===== config.mk =====
export PLATFORM = sky130hd
export DESIGN_NAME = ssn_isqrt
export DESIGN_NICKNAME = d
export VERILOG_FILES = /design/src/design/standard_score_normalizer_core_macros.svh /design/src/design/ssn_pkg.sv /design/src/design/ssn_isqrt.sv
export SDC_FILE = /design/constraint.sdc
export NUM_CORES = 1
export LEC_CHECK = 0
export BUFFER_PORTS_ARGS = -buffer_cell sky130_fd_sc_hd__buf_2
export CORE_UTILIZATION = 35
export CTS_CLUSTER_SIZE = 25
export DETAILED_ROUTE_END_ITERATION = 16
export PLACE_DENSITY = 0.57
export SETUP_SLACK_MARGIN = 0.5
export SLEW_MARGIN = 20
export SYNTH_ARGS = -nofsm -noshare
export SYNTH_HDL_FRONTEND = slang
export SYNTH_SLANG_ARGS = --single-unit
export TNS_END_PERCENT = 20

===== constraint.sdc =====
create_clock -name clock -period 19 [get_ports clock]
set_input_delay 2.85 -clock clock [delete_from_list [all_inputs] [get_ports clock]]
set_output_delay 2.85 -clock clock [all_outputs]
set_load 0.005 [all_outputs]

===== src/design/standard_score_normalizer_core_macros.svh =====
// Assertion macros shared by the standard score normalizer RTL.
`ifndef STANDARD_SCORE_NORMALIZER_CORE_MACROS_SVH
`define STANDARD_SCORE_NORMALIZER_CORE_MACROS_SVH

// Same-cycle implication, checked on every rising clock edge outside reset.
`define SSN_ASSERT_SAME(lbl, ante, cons, msg) \
   lbl: assert property (@(posedge clock) disable iff (reset) (ante) |-> (cons)) \
      else $error(msg);

// Next-cycle implication.
`define SSN_ASSERT_NEXT(lbl, ante, cons, msg) \
   lbl: assert property (@(posedge clock) disable iff (reset) (ante) |=> (cons)) \
      else $error(msg);

`endif


===== src/design/ssn_pkg.sv =====
// Package: widths, codes, state type and divider request for the normalizer.
package ssn_pkg;

   localparam int MAX_FEATURES_DEF   = 64;
   localparam int ROW_COUNT_BITS_DEF = 16;

   localparam int MODE_W   = 2;
   localparam int FEAT_W   = 6;
   localparam int VALUE_W  = 16;
   localparam int SCALED_W = 32;
   localparam int STATUS_W = 2;
   localparam int NF_W     = 7;

   localparam int SUM_W  = 32;
   localparam int SQ_W   = 48;
   localparam int MEAN_W = 24;
   localparam int DEV_W  = 24;

   localparam int DIV_NUM_W = 80;
   localparam int DIV_DEN_W = 32;
   localparam int DIV_CNT_W = 7;

   localparam int SQRT_W     = 64;
   localparam int ROOT_W     = 32;
   localparam int SQRT_STEPS = 32;
   localparam int SQRT_CNT_W = 6;

   localparam logic [DEV_W-1:0] ONE_Q8_16 = 24'h010000;

   localparam logic [MODE_W-1:0] MODE_BEGIN  = 2'd0;
   localparam logic [MODE_W-1:0] MODE_FIT    = 2'd1;
   localparam logic [MODE_W-1:0] MODE_FINISH = 2'd2;
   localparam logic [MODE_W-1:0] MODE_XFORM  = 2'd3;

   localparam logic [STATUS_W-1:0] STATUS_OK        = 2'd0;
   localparam logic [STATUS_W-1:0] STATUS_IGNORED   = 2'd1;
   localparam logic [STATUS_W-1:0] STATUS_ZERO_ROWS = 2'd2;

   typedef enum logic [3:0] {
      ST_IDLE,
      ST_FIT_WB,
      ST_XF_DIFF,
      ST_XF_LOAD,
      ST_XF_DIV,
      ST_FIN_RD,
      ST_FIN_MUL1,
      ST_FIN_MUL2,
      ST_FIN_NS,
      ST_FIN_SUB,
      ST_FIN_MDIV,
      ST_FIN_SDIV,
      ST_FIN_SQRT,
      ST_FIN_ZERO
   } ssn_state_type;

   typedef struct packed {
      logic                 start;
      logic [DIV_CNT_W-1:0] steps;
      logic [DIV_NUM_W-1:0] numer;
      logic [DIV_DEN_W-1:0] denom;
   } ssn_div_req_type;

endpackage


===== src/design/ssn_isqrt.sv =====
// Integer square root, two radicand bits per cycle.
module ssn_isqrt (
   input  logic                          clock,
   input  logic                          reset,
   input  logic                          start,
   input  logic [ssn_pkg::SQRT_W-1:0]    radicand,
   output logic                          done,
   output logic [ssn_pkg::ROOT_W-1:0]    root
);

   logic [ssn_pkg::SQRT_CNT_W-1:0] cnt_ff, cnt_in;
   logic                           done_ff, done_in;
   logic [ssn_pkg::SQRT_W-1:0]     x_ff, x_in;
   logic [ssn_pkg::SQRT_W-1:0]     r_ff, r_in;
   logic [ssn_pkg::SQRT_W-1:0]     bit_ff, bit_in;
   logic [ssn_pkg::SQRT_W-1:0]     trial;

   always_comb begin
      trial   = r_ff + bit_ff;
      cnt_in  = cnt_ff;
      done_in = 1'b0;
      x_in    = x_ff;
      r_in    = r_ff;
      bit_in  = bit_ff;
      if (start) begin
         cnt_in = ssn_pkg::SQRT_CNT_W'(ssn_pkg::SQRT_STEPS);
         x_in   = radicand;
         r_in   = '0;
         bit_in = {2'b01, {(ssn_pkg::SQRT_W-2){1'b0}}};
      end else if (cnt_ff != '0) begin
         if (x_ff >= trial) begin
            x_in = x_ff - trial;
            r_in = (r_ff >> 1) + bit_ff;
         end else begin
            r_in = r_ff >> 1;
         end
         bit_in  = bit_ff >> 2;
         cnt_in  = cnt_ff - 1'b1;
         done_in = (cnt_ff == ssn_pkg::SQRT_CNT_W'(1));
      end
   end

   always_ff @(posedge clock) begin
      if (reset) begin
         cnt_ff  <= '0;
         done_ff <= 1'b0;
      end else begin
         cnt_ff  <= cnt_in;
         done_ff <= done_in;
      end
   end

   always_ff @(posedge clock) begin
      x_ff   <= x_in;
      r_ff   <= r_in;
      bit_ff <= bit_in;
   end

   assign done = done_ff;
   assign root = r_ff[ssn_pkg::ROOT_W-1:0];

endmodule

## Word level (Yosys, flattened, before mapping)

Cells that the tools add are included.

- Order comparisons: 1
- Multiplexer cells: 6
- Reductions and logical operators: 6
- Eq/ne operators: 1
- Bitwise gates (word level): 1
- Add/sub/neg operators: 4

Operator list:

| operator | number |
|---|---|
| $mux W64 | 4 |
| $add A63 B63 Y64 | 1 |
| $add A64 B63 Y64 | 1 |
| $ge A64 B64 Y1 | 1 |
| $sub A64 B64 Y64 | 1 |
| $mux W6 | 2 |
| $eq A6 B1 Y1 const B | 1 |
| $reduce_bool A6 Y1 | 1 |
| $sub A6 B1 Y6 const B | 1 |
| $reduce_bool A2 Y1 | 2 |
| $reduce_or A3 Y1 | 1 |
| $reduce_and A2 Y1 | 1 |
| $reduce_or A2 Y1 | 1 |
| $not A1 Y1 | 1 |

- Bits of input ports: 67
- Logic and storage cells: 25
- Flip-flop bits (word level): 167

## Longest topological paths before layout

- Depth in word-level cells: 5
- Depth in mapped cells: 27
- Depth with buffers taken out: 23

## Worst setup path after synthesis

Ideal clock, no wire load.

- Kind: reg-to-reg
- From: reg r_ff[10] (netlist bit)
- To: reg x_ff[0] (netlist bit) (enable)
- Path buffers: 4
- Library setup time: 0.575 ns
- Slack: 9.148 ns
- Arrival time: 9.278 ns
- Cell stages (with the launch flop): 25
- Cell sequence: dfxtp_1 > ha_1 > nand4_2 > nor4_4 > o211ai_2 > a2111oi_4 > o211ai_2 > a31oi_2 > o21ai_2 > o31ai_4 > mux2i_1 > a2111oi_2 > ha_1 > clkbuf_1 > nand4_1 > nor4_1 > nand3b_1 > o221ai_1 > a21oi_1 > a21boi_1 > and2_1 > clkbuf_1 > buf_2 > clkbuf_1 > o21ai_0

- Cells in the longest elaborated chain, start to end: 4

RTL lines:

| element | line | text |
|---|---|---|
| start, declared | ssn_isqrt.sv:14 | `logic [ssn_pkg::SQRT_W-1:0] r_ff, r_in;` |
| start signal, assigned | ssn_isqrt.sv:55 | `r_ff <= r_in;` |
| $add A64 B63 Y64 | ssn_isqrt.sv:19 | `trial = r_ff + bit_ff;` |
| $ge A64 B64 Y1 | ssn_isqrt.sv:31 | `if (x_ff >= trial) begin` |
| $reduce_bool A2 Y1 (no line) | - |  |
| $reduce_and A2 Y1 (no line) | - |  |
| end signal, assigned | ssn_isqrt.sv:54 | `x_ff <= x_in;` |
| end, declared | ssn_isqrt.sv:13 | `logic [ssn_pkg::SQRT_W-1:0] x_ff, x_in;` |

Every way passes these cells.
A chain may end at the register's enable or synchronous reset.

## Final worst setup path

- From: reg r_ff[2] (netlist bit)
- To: reg x_ff[12] (netlist bit) (enable)

Same word-level chain as after synthesis.

==> results.py <==
metrics = {
    "placement": {
        "dp_hpwl_um": 36100,
        "io_buffers": 99,
        "dp_slack_ns": 11.75,
        "post-place-cells": 2578,
        "place_congestion": 0.9214,
    },
    "worst_setup_path": {
        "crit_type": "flip-flop to flip-flop",
        "crit_path_top_delay_cell": "a311oi_1",
        "critPathLaunchType": "flip-flop",
        "end_kind": "flip-flop",
        "max_stage_delay_ns": 0.80,
        "crit_chain": "ha_1, a31o_2, a31oi_1, o21ai_1, a311oi_1, o31ai_2, a21oi_1, o211a_1, o21bai_1, a21boi_1, xor2_1, ha_1, nand4_1, nor4_1, nand3b_1, o221ai_1, a21oi_1, a21boi_1, and2_2, o21ai_4, buf_4",
        "worstPathMaxFanout": 49,
        "crit_family": "compound AO/OA/AOI/OAI gates",
        "cp_data_arrival_time_ns": 7.27,
        "cp_num_buf_inv": 1,
        "cp.required_ns": 19.09,
    },
    "cts": {
        "ctsRootBufferMaster": "clkbuf_16",
        "cts_resized": 0,
        "cts_made_buffers": 17,
        "clk_pin_slew_ns": 0.07,
        "hold_buffers": 0,
        "postCtsSetupBuffers": 0,
        "tritoncts": "yes",
        "clockBufferDepth": 2,
        "htreeDepth": 4,
        "insertion_delay_ns": 0.46,
        "clock_sinks": 167,
    },
    "pwr": {
        "power_leakage_nw": 6.300,
        "irDropWorstVdd_mv": 0.08220,
        "powerDensity_nw_per_um2": 197.4,
    },
    "route": {
        "drcViolationCount": 0,
        "drt_first_pass_iters": 5,
        "num_vias": 14931,
        "antenna_left": 0,
        "drtIter0Drc": 1075,
        "wl_um": 48130,
        "viasPerCell": 5.721,
        "routedWlPerCell_um": 18.44,
    },
    "global_routing": {
        "met1_usage_pct": 28.97,
        "overflow": 0,
        "grt_max_degree": 96,
        "grt_pass1_wl_um": 75990,
        "grt_use_met2_pct": 33.59,
        "grt_pass1_vias": 14001,
        "busiest_layer": "met2",
        "grt_usage_pct": 21.31,
        "antenna_found_initial": 0,
        "met3_usage_pct": 5.089,
    },
    "worst_hold_path": {
        "holdCritPathClass": "flip-flop to flip-flop",
    },
    "synthesis": {
        "synth_nets": 2237,
        "synth-warning-count": 0,
        "synth_edf_count": 64,
        "async_flop_share_pct": 0,
        "ys_top_cells_by_area": "dfxtp_1 13%, edfxtp_1 12%, ha_1 11%",
        "synth_cells": 2036,
        "yosys_register_bits": 167,
        "synth.avg_cell_area_um2": 7.630,
        "yosys.area.top_type": "dfxtp_1",
        "yosys-top-cells-count": "300 x nand2_1, 183 x nor2_1, 157 x a21oi_1",
        "synth_cell_types": 89,
        "synth_flop_cell": "dfxtp_1",
        "yosysMostFrequentCell": "nand2_1",
        "synth.top_cell.area_share_pct": 13.27,
        "ys_seq_area_share_pct": 25.64,
        "synth_area_um2": 15530,
    },
    "timing": {
        "setup_slack_ns": 11.82,
        "tightest_slew_ns": 0.8937,
        "drv_slew": 0,
        "whs_ns": 0.4831,
        "slew_headroom_pct": 40.42,
        "hold_viol": 0,
        "finalSetupTns_ns": 0,
        "timing.fmax_mhz": 139.3,
        "skew_ns": 0.01362,
        "rsz0062_at_grt": "false",
        "period_needed_ns": 7.179,
        "finalSetupViolCount": 0,
        "fin_crit_sh_pct": 37.79,
    },
    "status": {
        "status": "complete, no violations",
    },
    "flow_run": {
        "maxCapViolCount": 0,
    },
    "final_layout": {
        "final_cells": 2610,
        "nNetsFinal": 2213,
        "drive_gt1_share_pct": 9.086,
        "antennaDiodeCount": 0,
        "fin_util_pct": 38.47,
        "area_growth_pct": 7.627,
    },
    "floorplanning": {
        "row_count": 76,
        "core_area_um2": 43460,
        "die_w_um": 212.7,
        "die-area_um2": 45230,
        "start_util_pct": 35.75,
        "die_y_um": 212.7,
        "num_io_pins": 100,
    },
}
## metal layers
layer,wire length (um),vias to the layer above
met3,3379,45
met1,22420,7043
met4,863,0
met2,21460,449
met5,0,-
li1,-,7394
## placed cells by master (no fill, tap or decap), drive strengths merged, types with 15 or more instances in the layout
| cell type | count |
|---|---|
| a31o | 21 |
| and2 | 15 |
| nor3 | 37 |
| dfxtp | 103 |
| nand3 | 42 |
| a211oi | 46 |
| ha | 133 |
| nor4 | 15 |
| xnor2 | 77 |
| nor2 | 183 |
| xor2 | 75 |
| nor2b | 20 |
| o21bai | 33 |
| clkbuf | 23 |
| a31oi | 67 |
| edfxtp | 64 |
| o21ai | 160 |
| a21o | 52 |
| a21oi | 157 |
| nand4 | 36 |
| inv | 45 |
| a311oi | 23 |
| buf | 108 |
| nand2 | 300 |
| o21a | 15 |
## final cells by class
type                            count  area [um2]
Clock buffer                       23       500.5
Clock inverter                      9       65.06
Timing Repair Buffer              108       569.3
Fill cell                        4531       26740
Tap cell                          585       732.0
Multi-Input combinational cell   1674       10700
Inverter                           44       165.2
Sequential cell                   167        3984
## sequential cells by signal, indices dropped and copies added, names as in the netlist
signal / cells
x_ff: 64
bit_ff: 32
r_ff: 64
done: 1
cnt_ff: 6
## worst reg2reg max path, delay by kind of cell (launching register included)
kind	cells	cell delay [ns]
flops	1	0.43
buf+inv	1	0.64
simple gates	4	1.15
xor+xnor	1	0.10
fa+ha+maj	2	0.73
compound gates	13	3.68
## worst paths after layout
kind / cells past startpoint / startpoint / slack, ns / to
worst min register to register: 2 / bit_ff[0] / 0.48 / bit_ff[0]
worst min-delay path: 2 / bit_ff[0] / 0.48 / bit_ff[0]
worst max-delay path: 21 / r_ff[2] / 11.82 / x_ff[12]
worst max register to register: 21 / r_ff[2] / 11.82 / x_ff[12]
## metrics by stage
stage          power (mW)  instance area (um2)
3_5_place_dp        2.923                16150
6_report            3.301                16720
3_3_place_gp        2.901                16150
2_1_floorplan       2.400                15530
5_1_grt             3.583                16720
4_1_cts             3.286                16720
## cell families after synthesis
group	after synthesis	share of synthesized area (%)
simple gates	708	20.51
compound gates	671	28.25
buf+inv	195	5.590
flops	167	25.64
xor+xnor	152	8.570
fa+ha+maj	134	10.84
mux	9	0.5960
## where the power goes
part / total, mW / switching, mW / internal, mW
registers: 0.758 / 0.192 / 0.566
clock network: 0.345 / 0.159 / 0.187
logic: 2.20 / 1.36 / 0.833
Note: power is estimated with default switching activity, not from simulation.
