==> src/design/standard_score_normalizer_core_macros.svh <==
// Assertion macros shared by the standard score normalizer RTL.
`ifndef STANDARD_SCORE_NORMALIZER_CORE_MACROS_SVH
`define STANDARD_SCORE_NORMALIZER_CORE_MACROS_SVH

// Same-cycle implication, checked on every rising clock edge outside reset.
`define SSN_ASSERT_SAME(lbl, ante, cons, msg) \
   lbl: assert property (@(posedge clock) disable iff (reset) (ante) |-> (cons)) \
      else $error(msg);

// Next-cycle implication.
`define SSN_ASSERT_NEXT(lbl, ante, cons, msg) \
   lbl: assert property (@(posedge clock) disable iff (reset) (ante) |=> (cons)) \
      else $error(msg);

`endif

==> src/design/ssn_pkg.sv <==
// Package: widths, codes, state type and divider request for the normalizer.
package ssn_pkg;

   localparam int MAX_FEATURES_DEF   = 64;
   localparam int ROW_COUNT_BITS_DEF = 16;

   localparam int MODE_W   = 2;
   localparam int FEAT_W   = 6;
   localparam int VALUE_W  = 16;
   localparam int SCALED_W = 32;
   localparam int STATUS_W = 2;
   localparam int NF_W     = 7;

   localparam int SUM_W  = 32;
   localparam int SQ_W   = 48;
   localparam int MEAN_W = 24;
   localparam int DEV_W  = 24;

   localparam int DIV_NUM_W = 80;
   localparam int DIV_DEN_W = 32;
   localparam int DIV_CNT_W = 7;

   localparam int SQRT_W     = 64;
   localparam int ROOT_W     = 32;
   localparam int SQRT_STEPS = 32;
   localparam int SQRT_CNT_W = 6;

   localparam logic [DEV_W-1:0] ONE_Q8_16 = 24'h010000;

   localparam logic [MODE_W-1:0] MODE_BEGIN  = 2'd0;
   localparam logic [MODE_W-1:0] MODE_FIT    = 2'd1;
   localparam logic [MODE_W-1:0] MODE_FINISH = 2'd2;
   localparam logic [MODE_W-1:0] MODE_XFORM  = 2'd3;

   localparam logic [STATUS_W-1:0] STATUS_OK        = 2'd0;
   localparam logic [STATUS_W-1:0] STATUS_IGNORED   = 2'd1;
   localparam logic [STATUS_W-1:0] STATUS_ZERO_ROWS = 2'd2;

   typedef enum logic [3:0] {
      ST_IDLE,
      ST_FIT_WB,
      ST_XF_DIFF,
      ST_XF_LOAD,
      ST_XF_DIV,
      ST_FIN_RD,
      ST_FIN_MUL1,
      ST_FIN_MUL2,
      ST_FIN_NS,
      ST_FIN_SUB,
      ST_FIN_MDIV,
      ST_FIN_SDIV,
      ST_FIN_SQRT,
      ST_FIN_ZERO
   } ssn_state_type;

   typedef struct packed {
      logic                 start;
      logic [DIV_CNT_W-1:0] steps;
      logic [DIV_NUM_W-1:0] numer;
      logic [DIV_DEN_W-1:0] denom;
   } ssn_div_req_type;

endpackage

==> src/design/ssn_div.sv <==
// Restoring divider, one quotient bit per cycle, dividend left-aligned.
module ssn_div (
   input  logic                            clock,
   input  logic                            reset,
   input  ssn_pkg::ssn_div_req_type        req,
   output logic                            done,
   output logic [ssn_pkg::DIV_NUM_W-1:0]   quotient
);

   logic [ssn_pkg::DIV_CNT_W-1:0] cnt_ff, cnt_in;
   logic                          done_ff, done_in;
   logic [ssn_pkg::DIV_DEN_W:0]   rem_ff, rem_in;
   logic [ssn_pkg::DIV_NUM_W-1:0] num_ff, num_in;
   logic [ssn_pkg::DIV_NUM_W-1:0] quo_ff, quo_in;
   logic [ssn_pkg::DIV_DEN_W-1:0] den_ff, den_in;
   logic [ssn_pkg::DIV_DEN_W:0]   trial;
   logic                          fits;

   always_comb begin
      trial = {rem_ff[ssn_pkg::DIV_DEN_W-1:0], num_ff[ssn_pkg::DIV_NUM_W-1]};
      fits  = trial >= {1'b0, den_ff};
      cnt_in  = cnt_ff;
      done_in = 1'b0;
      rem_in  = rem_ff;
      num_in  = num_ff;
      quo_in  = quo_ff;
      den_in  = den_ff;
      if (req.start) begin
         cnt_in = req.steps;
         rem_in = '0;
         num_in = req.numer;
         quo_in = '0;
         den_in = req.denom;
      end else if (cnt_ff != '0) begin
         rem_in = fits ? trial - {1'b0, den_ff} : trial;
         num_in = {num_ff[ssn_pkg::DIV_NUM_W-2:0], 1'b0};
         quo_in = {quo_ff[ssn_pkg::DIV_NUM_W-2:0], fits};
         cnt_in = cnt_ff - 1'b1;
         done_in = (cnt_ff == ssn_pkg::DIV_CNT_W'(1));
      end
   end

   always_ff @(posedge clock) begin
      if (reset) begin
         cnt_ff  <= '0;
         done_ff <= 1'b0;
      end else begin
         cnt_ff  <= cnt_in;
         done_ff <= done_in;
      end
   end

   always_ff @(posedge clock) begin
      rem_ff <= rem_in;
      num_ff <= num_in;
      quo_ff <= quo_in;
      den_ff <= den_in;
   end

   assign done     = done_ff;
   assign quotient = quo_ff;

endmodule

==> config.mk <==
export PLATFORM = sky130hd
export DESIGN_NAME = ssn_div
export DESIGN_NICKNAME = d
export VERILOG_FILES = /design/src/design/standard_score_normalizer_core_macros.svh /design/src/design/ssn_pkg.sv /design/src/design/ssn_div.sv
export SDC_FILE = /design/constraint.sdc
export NUM_CORES = 1
export LEC_CHECK = 0
export ABC_CLOCK_PERIOD_IN_PS = 5700
export BUFFER_PORTS_ARGS = -buffer_cell sky130_fd_sc_hd__clkbuf_2
export CORE_MARGIN = 2
export CORE_UTILIZATION = 60
export CTS_BUF_LIST = sky130_fd_sc_hd__clkbuf_16
export CTS_CLUSTER_DIAMETER = 150
export DETAILED_ROUTE_END_ITERATION = 8
export PLACE_DENSITY = 0.86
export SYNTH_ARGS = -nofsm -noshare
export SYNTH_HDL_FRONTEND = slang
export SYNTH_SLANG_ARGS = --single-unit
==> constraint.sdc <==
create_clock -name clock -period 5.7 [get_ports clock]
set_input_delay 0.285 -clock clock [delete_from_list [all_inputs] [get_ports clock]]
set_output_delay 0.285 -clock clock [all_outputs]
set_load 0.005 [all_outputs]
### Word-level counts from Yosys, hierarchy flattened

Index checks and enable logic that the tools add are counted.

* flip-flop bits (word level): 232
* output and inout bits: 81

* bitwise logic cells: 1
* equality and inequality tests: 1
* $lt $le $gt $ge: 1
* mux-type cells: 5
* $add $sub $neg: 2
* reductions and logical operators: 3

Operators by type and width (number)
* $mux W80: 2
* $ge A33 B32 Y1: 1
* $mux W32: 1
* $sub A32 B32 Y32: 1
* $mux W7: 2
* $eq A7 B1 Y1 const B: 1
* $reduce_bool A7 Y1: 1
* $sub A7 B1 Y7 const B: 1
* $reduce_or A3 Y1: 1
* $reduce_bool A2 Y1: 1
* $not A1 Y1: 1

### Longest topological paths before layout

Gate-level depths: netlist of the first run.

* depth after elaboration: 3
* gate-level depth with buffers: 14

### Worst setup path before layout of the first run

Ideal clock, no wire load.

* path type: register to register
* start: register cnt_ff[0] in the netlist's numbering
* end: register num_ff[0] in the netlist's numbering (enable)
* slack: 2.451 ns
* stages on the path, launching flop included: 7
* required time: 5.266 ns
* path buffers: 1
* arrival time: 2.815 ns
* period minus slack after synthesis: 3.249 ns
* cells stage by stage: dfxtp_1 > inv_1 > ha_1 > nand3_1 > clkbuf_1 > nor2_1 > inv_1

* longest elaborated chain between the ends: 2

RTL lines
* start, declared: RTL line ssn_div.sv:10 `logic [ssn_pkg::DIV_CNT_W-1:0] cnt_ff, cnt_in;`
* start signal, assigned: RTL line ssn_div.sv:48 `cnt_ff <= cnt_in;`
* $reduce_bool A7 Y1: RTL line ssn_div.sv:34 `end else if (cnt_ff != '0) begin`
* $reduce_bool A2 Y1 (no source line)
* end signal, assigned: RTL line ssn_div.sv:55 `num_ff <= num_in;`
* end, declared: RTL line ssn_div.sv:13 `logic [ssn_pkg::DIV_NUM_W-1:0] num_ff, num_in;`

Every way passes these cells.
A chain may end at the register's enable or synchronous reset.

### Worst setup path in the final report of the first run

* start: register rem_ff[17] in the netlist's numbering
* end: register rem_ff[26] in the netlist's numbering

* longest elaborated chain between the ends: 2
* elaborated cells on any way between the ends: 3
* those cells by class: 1 x add/sub; 1 x order compare; 1 x mux

RTL lines
* start, declared: RTL line ssn_div.sv:12 `logic [ssn_pkg::DIV_DEN_W:0] rem_ff, rem_in;`
* start signal, assigned: RTL line ssn_div.sv:54 `rem_ff <= rem_in;`
* $sub A32 B32 Y32 / $ge A33 B32 Y1 (equally long branches): RTL line ssn_div.sv:35, ssn_div.sv:21
* $mux W32 *: RTL line ssn_div.sv:35 `rem_in = fits ? trial - {1'b0, den_ff} : trial;`

Mark *: on every way between the ends. The rest lies on a longest branch, timed or not.

==> results of run 1 <==
## report_power, final
group / internal [W] / total [W] / switching (W)
combinational: 0.000703 / 0.00168 / 0.000972
sequential: 0.00202 / 0.00215 / 0.000136
clock: 0.000871 / 0.00152 / 0.000654
## per-stage QoR
stage / util / setup WS (ps) / cell area (µm²)
floorplan: - / 2451 / 10550
finish: 0.7419 / 2181 / 12790
global route: 0.7417 / 2065 / 12780
CTS: 0.7417 / 2276 / 12780
global placement: 0.6755 / 2447 / 11640
detailed placement: 0.6755 / 2344 / 11640
## worst max-delay path, cell delays in order (launching register included)
cell and delay [ps]:
dfxtp_1 340, ha_1 450, nand4_1 170, or4_1 530, nor4_1 450, a221o_1 240, a211o_1 140, a31o_4 500
o21ai_0 200, a21o_1 240, a21oi_1 130
## how the worst min path moves through the flow
stage	start	to	cells after the start
floorplan	req[0]	den_ff[0]	0
global placement	quotient[79]	quotient[79]	2
detailed placement	quotient[79]	quotient[79]	2
CTS	req[117]	cnt_ff[5]	3
global route	req[117]	cnt_ff[5]	3
finish	req[117]	cnt_ff[5]	3
## sequential cells by signal, summed over array words and instances (netlist names)
| register | flops |
|---|---|
| cnt_ff | 7 |
| den_ff | 32 |
| done | 1 |
| num_ff | 80 |
| quotient | 80 |
| rem_ff | 32 |
## cells in the mapped netlist, drive strengths merged (11+ instances only)
cell,count,area share
nand2,210,0.075
a21oi,130,0.062
dfxtp,120,0.23
edfxtp,112,0.32
mux2,80,0.085
nor2,52,0.018
clkbuf,49,0.018
inv,41,0.015
ha,34,0.040
o21ai,28,0.013
xor2,21,0.017
a211oi,14,0.010
a21o,12,0.0085
mux2i,12,0.011
xnor2,11,0.0091
## layout make-up
type                    instances  area (µm²)
fillers                      1204        4449
clock inverters                20       121.4
clock buffers                  26       650.6
repair buffers                243        1420
well taps                     225       281.5
flip-flops and latches        232        5766
diodes                          1       2.502
multi-input cells             697        4392
inverters                      41       153.9
## what timing repair did
item,in CTS,in global routing
endpoints found under the hold margin,37,0
hold buffers,37,0
setup buffers,0,0
endpoints found under the setup margin,0,0
## metal layers
layer | track usage | vias to the layer above | routed length (µm)
met4 | 0.08796 | 0 | 785
met2 | 0.4156 | 280 | 11490
met5 | 0 | - | 0
li1 | - | 4044 | -
met3 | 0.06296 | 56 | 1782
met1 | 0.3341 | 3803 | 10090
## logic make-up after synthesis
kind of cell               Yosys count
and+or+nand+nor                    306
AOI/OAI and AO/OA                  232
DFF                                232
buffers and inverters              100
muxes                               92
adders and majority gates           35
xor gates and xnor gates            32
==> flow_summary.toml, run 1 <==
[timing]
worst_hold_slack_ps = 27.25
relSlewSlack = 0.2462
fin_crit_sh = 0.6174
drv_slew = 0
max_slew.worst_pin.slew_ps = 1131
setup-violations-final = 0
finalHoldViolCount = 0
max_freq_mhz = 284.1
finalSetupTns_ps = 0
skew_ps = 8.611
fin_crit_ps = 3519
rsz0062_at_grt = "false"

[run]
drv_cap = 0

[floorplanning]
dieWidth_um = 136.6
ios = 203
std_cell_rows = 48
die_h_um = 136.6
core_mm2 = 0.01724
start_util = 0.6122
dieArea_mm2 = 0.01866

[critical_path]
cp_max_fo = 50
path_class = "flop to flop"
ff2ff_setup_slack_ps = 2180
r2r-start = "rem_ff[17]"
r2r_cells = 10
worstPathArrival_ps = 3950
critPathLaunch = "rem_ff[17]"
cp-end-kind = "flop"
start_kind = "flop"
r2r_end = "rem_ff[26]"
cp_data_required_time_ps = 6130
crit_end = "rem_ff[26]"

[power_and_ir_drop]
max-vdd-ir-drop_uv = 320.7
power.density_mw_per_mm2 = 418.5
total_power_w = 0.005351
leakagePower_nw = 5.283

[synth]
synth_mux_area_frac = 0.09676
ys_seq_elements = 232
syn_inst = 1029
synth_area_per_cell_um2 = 10.25
synth_top_family_by_area = "compound AO/OA/AOI/OAI gates"
synth_seq_area_share = 0.5464
syn-cell-area_mm2 = 0.01055
yosys_warnings = 0
synthArstFlopShare = 0
synth.distinct_cells = 58
synthSimpleGateAreaFrac = 0.1185
synth_compound_area_frac = 0.1309
synthXorXnorAreaFrac = 0.02656
synthAdderAreaFrac = 0.04222
synth_edf_count = 112
synth_nets = 1186
synthFlopType = "dfxtp_1"

[grt]
overflow = 0
grt.total_usage = 0.2553
grt_first_pass_wirelength_um = 38180
antenna_found_initial = 0
grt_pass1_vias = 7812
grt_max_degree = 153

[clocking]
numCtsBuffers = 25
clock_sinks = 232
cts_buffer_depth = 3
ctsResizeCount = 0
clkLatencyLatePin_ps = 510
path_clk_slew_ps = 60
cts_tree = "yes"
cts_max_level = 1
root_buffer = "clkbuf_16"

[layout]
finalNonFillerCells = 1485
drive_above_1_share = 0.2629
final_cell_mix = "210 x nand2_1, 201 x clkbuf_2, 130 x a21oi_1"
area_growth_syn_to_layout_pct = 21.19
final_common_cell = "nand2_1"
fin_nets = 1397

[drt]
drt-total-wl_um = 24150
detail_route.wl_per_cell_um = 16.26
firstDrtPassIters = 5
num_vias = 8183
routed_via_density = 5.510
ant_nets = 0
drc = 0
drt_iter0_markers = 643

[placement]
port_buffers = 202
post-place-cells = 1401
gp_congestion = 0.9480
hpwl_um = 15270

[worst_hold_path]
min_path_type = "input port to flop"

[status]
status = "complete, no violations"
Power figures use the tool's default switching activity.
==> run 2: changes to the inputs <==
--- a/config.mk
+++ b/config.mk
@@ -5,14 +5,14 @@
 export SDC_FILE = /design/constraint.sdc
 export NUM_CORES = 1
 export LEC_CHECK = 0
-export ABC_CLOCK_PERIOD_IN_PS = 5700
+export ABC_CLOCK_PERIOD_IN_PS = 3400
 export BUFFER_PORTS_ARGS = -buffer_cell sky130_fd_sc_hd__clkbuf_2
 export CORE_MARGIN = 2
-export CORE_UTILIZATION = 60
+export CORE_UTILIZATION = 56
 export CTS_BUF_LIST = sky130_fd_sc_hd__clkbuf_16
 export CTS_CLUSTER_DIAMETER = 150
 export DETAILED_ROUTE_END_ITERATION = 8
-export PLACE_DENSITY = 0.86
+export PLACE_DENSITY = 0.81
 export SYNTH_ARGS = -nofsm -noshare
 export SYNTH_HDL_FRONTEND = slang
 export SYNTH_SLANG_ARGS = --single-unit
==> constraint.sdc (replaced) <==
create_clock -name clock -period 3.4 [get_ports clock]
set_input_delay 0.17 -clock clock [delete_from_list [all_inputs] [get_ports clock]]
set_output_delay 0.17 -clock clock [all_outputs]
set_load 0.005 [all_outputs]
==> run 2 against run 1 <==
Final area is 7.7% higher. Total power is 70% higher. Non-clock buffer count is 97 higher. Largest cell class unchanged. Combinational power is 79% higher. Register-to-register slack worse by 1900 ps.
==> flow_summary.toml, run 2 (synthesized netlist as in run 1, its figures left out) <==
[placement]
hpwl_um = 15680
gp_congestion = 0.9084
place_area_mm2 = 0.01174
post-place-cells = 1418
port_buffers = 202

[drt]
routed_via_density = 5.450
ant_nets = 0
detail_route.wl_per_cell_um = 16.59
drt_iter0_markers = 587
num_vias = 8665
drt-total-wl_um = 26380
firstDrtPassIters = 5
drc = 0

[critical_path]
cp_data_required_time_ps = 3820
path_class = "flop to flop"
r2r-start = "den_ff[17]"
worstPathArrival_ps = 3550
ff2ff_setup_slack_ps = 270
cp_slowest_stage_delay_ps = 590
r2r_cells = 12
cp-end-kind = "flop"
start_kind = "flop"
r2r_end = "rem_ff[30]"
crit_slowest_cell = "or4_1"
cp_max_fo = 50
path_cells = "inv_1, ha_2, nand4_1, or4_1, nor4_4, a221o_1, a211o_1, a31o_4, buf_12, or3_1, o21ai_0, a311oi_1"

[worst_hold_path]
hold_end = "done"
hold_start = "reset"
min_path_type = "input port to flop"
whs_path_depth = 3

[clocking]
path_clk_slew_ps = 60
clock_sinks = 232
cts_buffer_depth = 3
numCtsBuffers = 25
root_buffer = "clkbuf_16"
cts_tree = "yes"
cts_max_level = 1
postCtsSetupRepairBufs = 0
clkLatencyLatePin_ps = 520

[floorplanning]
ios = 203
std_cell_rows = 50
die_h_um = 141.3
dieWidth_um = 141.3
dieArea_mm2 = 0.01996
start_util = 0.5679
core_mm2 = 0.01858

[power_and_ir_drop]
total_power_w = 0.009109
power.density_mw_per_mm2 = 661.3
max-vdd-ir-drop_uv = 414.6
leakagePower_nw = 5.729

[timing]
fin_crit_sh = 0.9212
rsz0062_at_grt = "false"
max_slew.worst_pin.slew_ps = 977.8
finalHoldViolCount = 0
finalSetupTns_ps = 0
max_freq_mhz = 319.3
setup-violations-final = 0
drv_slew = 0
relSlewSlack = 0.3481
fin_crit_ps = 3132
skew_ps = 15.07

[layout]
final_util = 0.7413
final_common_cell = "nand2_1"
finalNonFillerCells = 1590
fill_cells = 1289
area_growth_syn_to_layout_pct = 30.53
final_cell_mix = "210 x nand2_1, 201 x clkbuf_2, 130 x a21oi_1"
drive_above_1_share = 0.2465
fin_nets = 1494
design_area_mm2 = 0.01377

[grt]
overflow = 0
grt.total_usage = 0.2591
grt_pass1_vias = 8554
grt_first_pass_wirelength_um = 42030
antenna_found_initial = 0
grt_max_degree = 105

[run]
drv_cap = 0

[status]
status = "complete, no violations"
## run 2: cell types whose count changed in the layout (fill, tap and decap cells not counted), sizes merged
cell	change
buf	+8
bufinv	-1
clkbuf	+1
clkinv	-9
dlygate4sd3	+89
inv	+8
## run 2: worst max path at each step
stage          cells past startpoint    endpoint        from  slack [ps]
2_1_floorplan                      6   num_ff[0]   cnt_ff[0]         150
3_3_place_gp                      12  rem_ff[30]   den_ff[5]         330
3_5_place_dp                      12  rem_ff[30]  den_ff[17]         140
4_1_cts                           12  rem_ff[30]  den_ff[17]          80
5_1_grt                           11  rem_ff[24]   den_ff[5]           5
6_report                          12  rem_ff[30]  den_ff[17]         270
## run 2: metal layers
metal,track usage,share of wire,vias to the layer above,wire [µm]
li1,-,-,4244,-
met1,0.3261,0.42,4057,11060
met2,0.4476,0.49,294,12870
met3,0.04792,0.056,70,1465
met4,0.09579,0.038,0,996
met5,0,0,-,0
## run 2: timing repair
item,in CTS,in global routing
hold buffers,126,0
resized for setup,0,3
hold endpoints to repair,119,0
setup endpoints to repair,0,13
## run 2: metrics by stage
step	hold WS (ps)	worst slack, ps
6_report	57.03	268.0
5_1_grt	63.47	4.649
4_1_cts	45.63	84.59
3_5_place_dp	348.6	141.0
3_3_place_gp	346.3	326.3
2_1_floorplan	268.9	150.6
## run 2: layout make-up
type	count	area (µm²)	area share
antenna	1	2.502	0.0001817
clock buffer	27	675.6	0.04906
clock inverter	18	73.82	0.005360
inverter	41	153.9	0.01117
multi-input combinational	697	4413	0.3204
sequential	232	5766	0.4186
tap	234	292.8	0.02126
timing repair buffer	340	2396	0.1740
## run 2: critical path, delay by kind of cell (launching register included)
family          cells  cell delay [ps]
buf+inv             2              280
flops               1              340
simple gates        4             1230
fa+ha+maj           1              390
compound gates      5              790
## run 2: power by group
part | leakage (nW) | switching (W) | internal (W)
combinational | 3.20 | 0.00168 | 0.00133
sequential | 2.12 | 0.000236 | 0.00338
clock | 0.403 | 0.00107 | 0.00142
==> run 3: changes to the inputs <==
--- a/config.mk
+++ b/config.mk
@@ -5,14 +5,14 @@
 export SDC_FILE = /design/constraint.sdc
 export NUM_CORES = 1
 export LEC_CHECK = 0
-export ABC_CLOCK_PERIOD_IN_PS = 3400
+export ABC_CLOCK_PERIOD_IN_PS = 2670
 export BUFFER_PORTS_ARGS = -buffer_cell sky130_fd_sc_hd__clkbuf_2
-export CORE_MARGIN = 2
-export CORE_UTILIZATION = 56
+export CORE_MARGIN = 3
+export CORE_UTILIZATION = 50
 export CTS_BUF_LIST = sky130_fd_sc_hd__clkbuf_16
 export CTS_CLUSTER_DIAMETER = 150
 export DETAILED_ROUTE_END_ITERATION = 8
-export PLACE_DENSITY = 0.81
+export PLACE_DENSITY = 0.76
 export SYNTH_ARGS = -nofsm -noshare
 export SYNTH_HDL_FRONTEND = slang
 export SYNTH_SLANG_ARGS = --single-unit
==> constraint.sdc (replaced) <==
create_clock -name clock -period 2.67 [get_ports clock]
set_input_delay 0.1335 -clock clock [delete_from_list [all_inputs] [get_ports clock]]
set_output_delay 0.1335 -clock clock [all_outputs]
set_load 0.005 [all_outputs]
==> run 3 against run 2 <==
The run now ends with setup timing left. Combinational power rose by 110%. Clock skew fell by 1.7 ps. Via count rose by 6.3%.
==> flow_summary.toml, run 3 (synthesized netlist as in run 1, its figures left out) <==
[clocking]
path_clk_slew_ps = 70
clock_sinks = 232
cts_max_level = 1
cts_tree = "yes"
cts_buffer_depth = 3
numCtsBuffers = 25
root_buffer = "clkbuf_16"
clkLatencyLatePin_ps = 520

[critical_path]
crit_family = "compound AO/OA/AOI/OAI gates"
start_kind = "flop"
critPathLaunch = "den_ff[6]"
r2r_cells = 12
path_class = "flop to flop"
r2r-start = "den_ff[6]"
critPathBufInv = 4
r2r_end = "rem_ff[15]"
crit_slowest_cell = "a21oi_1"
cp-end-kind = "flop"
cp_data_required_time_ps = 3080
cp_slowest_stage_delay_ps = 510
cp_max_fo = 5
path_cells = "inv_2, ha_4, buf_4, a21oi_1, a31oi_4, a21oi_2, o21ai_2, a31o_4, buf_6, buf_12, mux2i_2, a211oi_2"
worstPathArrival_ps = 3350
ff2ff_setup_slack_ps = -270

[layout]
drive_above_1_share = 0.3663
area_growth_syn_to_layout_pct = 44.98
final_common_cell = "clkbuf_2"
final_cell_mix = "201 x clkbuf_2, 200 x nand2_1, 126 x dlygate4sd3_1"
area.sequential_mm2 = 0.005768
fin_nets = 1596
fill_cells = 1339
multi_input_area_mm2 = 0.004966

[floorplanning]
ios = 203
start_util = 0.5148
die_h_um = 151.3
dieArea_mm2 = 0.02288
std_cell_rows = 52
core_mm2 = 0.02049
dieWidth_um = 151.3

[timing]
fin_crit_sh = 1.101
finalSetupTns_ps = -4928
fin_crit_ps = 2939
relSlewSlack = 0.5271
rsz0062_at_grt = "true"
worst_slack_ps = -268.8
skew_ps = 13.37
setup-violations-final = 32
drv_slew = 0
finalHoldViolCount = 0
max_freq_mhz = 340.3
max_slew.worst_pin.slew_ps = 709.3

[grt]
overflow = 0
antenna_found_initial = 1
grt.total_usage = 0.2485
grt_first_pass_wirelength_um = 45830
grt_pass1_vias = 9042
grt_max_degree = 114

[run]
drv_cap = 0

[worst_hold_path]
hold_end = "rem_ff[0]"
min_path_type = "input port to flop"
hold_start = "req[119]"
whs_path_depth = 2

[drt]
ant_nets = 0
routed_via_density = 5.327
firstDrtPassIters = 5
drt-total-wl_um = 31230
drt_iter0_markers = 523
drc = 0
detail_route.wl_per_cell_um = 18.06
num_vias = 9210

[power_and_ir_drop]
leakagePower_nw = 6.382
power.density_mw_per_mm2 = 936.0
total_power_w = 0.01432
max-vdd-ir-drop_uv = 570.4

[placement]
port_buffers = 202
hpwl_um = 17610
gp_congestion = 0.8741

[status]
status = "complete, but fails checks"
violations = "setup timing"
[run 3: cell types whose count changed in the layout (fill, tap and decap cells not counted), moves of 10 or more]
cell     previous run  this run
buf_4              10        97
o21ai_0            27         8
a21oi_1           130       117
a21oi_2             0        13
ha_4                0        12
ha_1               33        22
nand2_1           210       200
[run 3: how the worst max path moves through the flow]
stage	endpoint	slack (ps)	depth (start not counted)
floorplan	num_ff[0]	1	6
global placement	rem_ff[24]	-380	12
CTS	rem_ff[19]	-190	13
global route	rem_ff[21]	-320	12
finish	rem_ff[15]	-270	12
detailed placement	rem_ff[24]	-350	12
[run 3: power breakdown]
group | switching (W) | leakage (nW) | internal [W]
sequential | 0.000338 | 2.12 | 0.00430
combinational | 0.00320 | 3.86 | 0.00322
clock | 0.00146 | 0.400 | 0.00181
total | 0.00499 | 6.38 | 0.00933
[run 3: per-stage QoR]
stage | area, µm² | hold WS, ps | std cells | worst slack (ps) | utilization
2_1_floorplan | 10600 | 232.4 | 1029 | 1.271 | -
3_3_place_gp | 12510 | 310.5 | 1534 | -375.5 | 0.6105
3_5_place_dp | 12510 | 312.1 | 1534 | -352.1 | 0.6105
4_1_cts | 14810 | 247.2 | 1715 | -189.9 | 0.7227
5_1_grt | 15300 | 288.4 | 1729 | -322.1 | 0.7464
6_report | 15300 | 234.4 | 1729 | -268.8 | 0.7464
[run 3: area by class of cell]
| type | instances | share of cell area |
|---|---|---|
| Inverter | 41 | 0.01031 |
| Multi-Input combinational cell | 697 | 0.3246 |
| Timing Repair Buffer | 442 | 0.2164 |
| Clock inverter | 21 | 0.008425 |
| Sequential cell | 232 | 0.3771 |
| Clock buffer | 25 | 0.04090 |
| Tap cell | 270 | 0.02208 |
| Antenna cell | 1 | 0.0001636 |
[run 3: repair_timing]
action	4_1_cts	5_1_grt
endpoints found under the setup margin	33	33
endpoints found under the hold margin	119	0
setup buffers	9	13
cloned	0	3
pin swaps	14	54
hold buffers	126	0
resized for setup	55	82
[run 3: routing by layer]
metal	up-vias	global-route usage	part of all wire
li1	4424	-	-
met2	337	0.4337	0.50
met3	72	0.05326	0.060
met1	4377	0.3055	0.40
met4	0	0.08250	0.036
met5	-	0	0
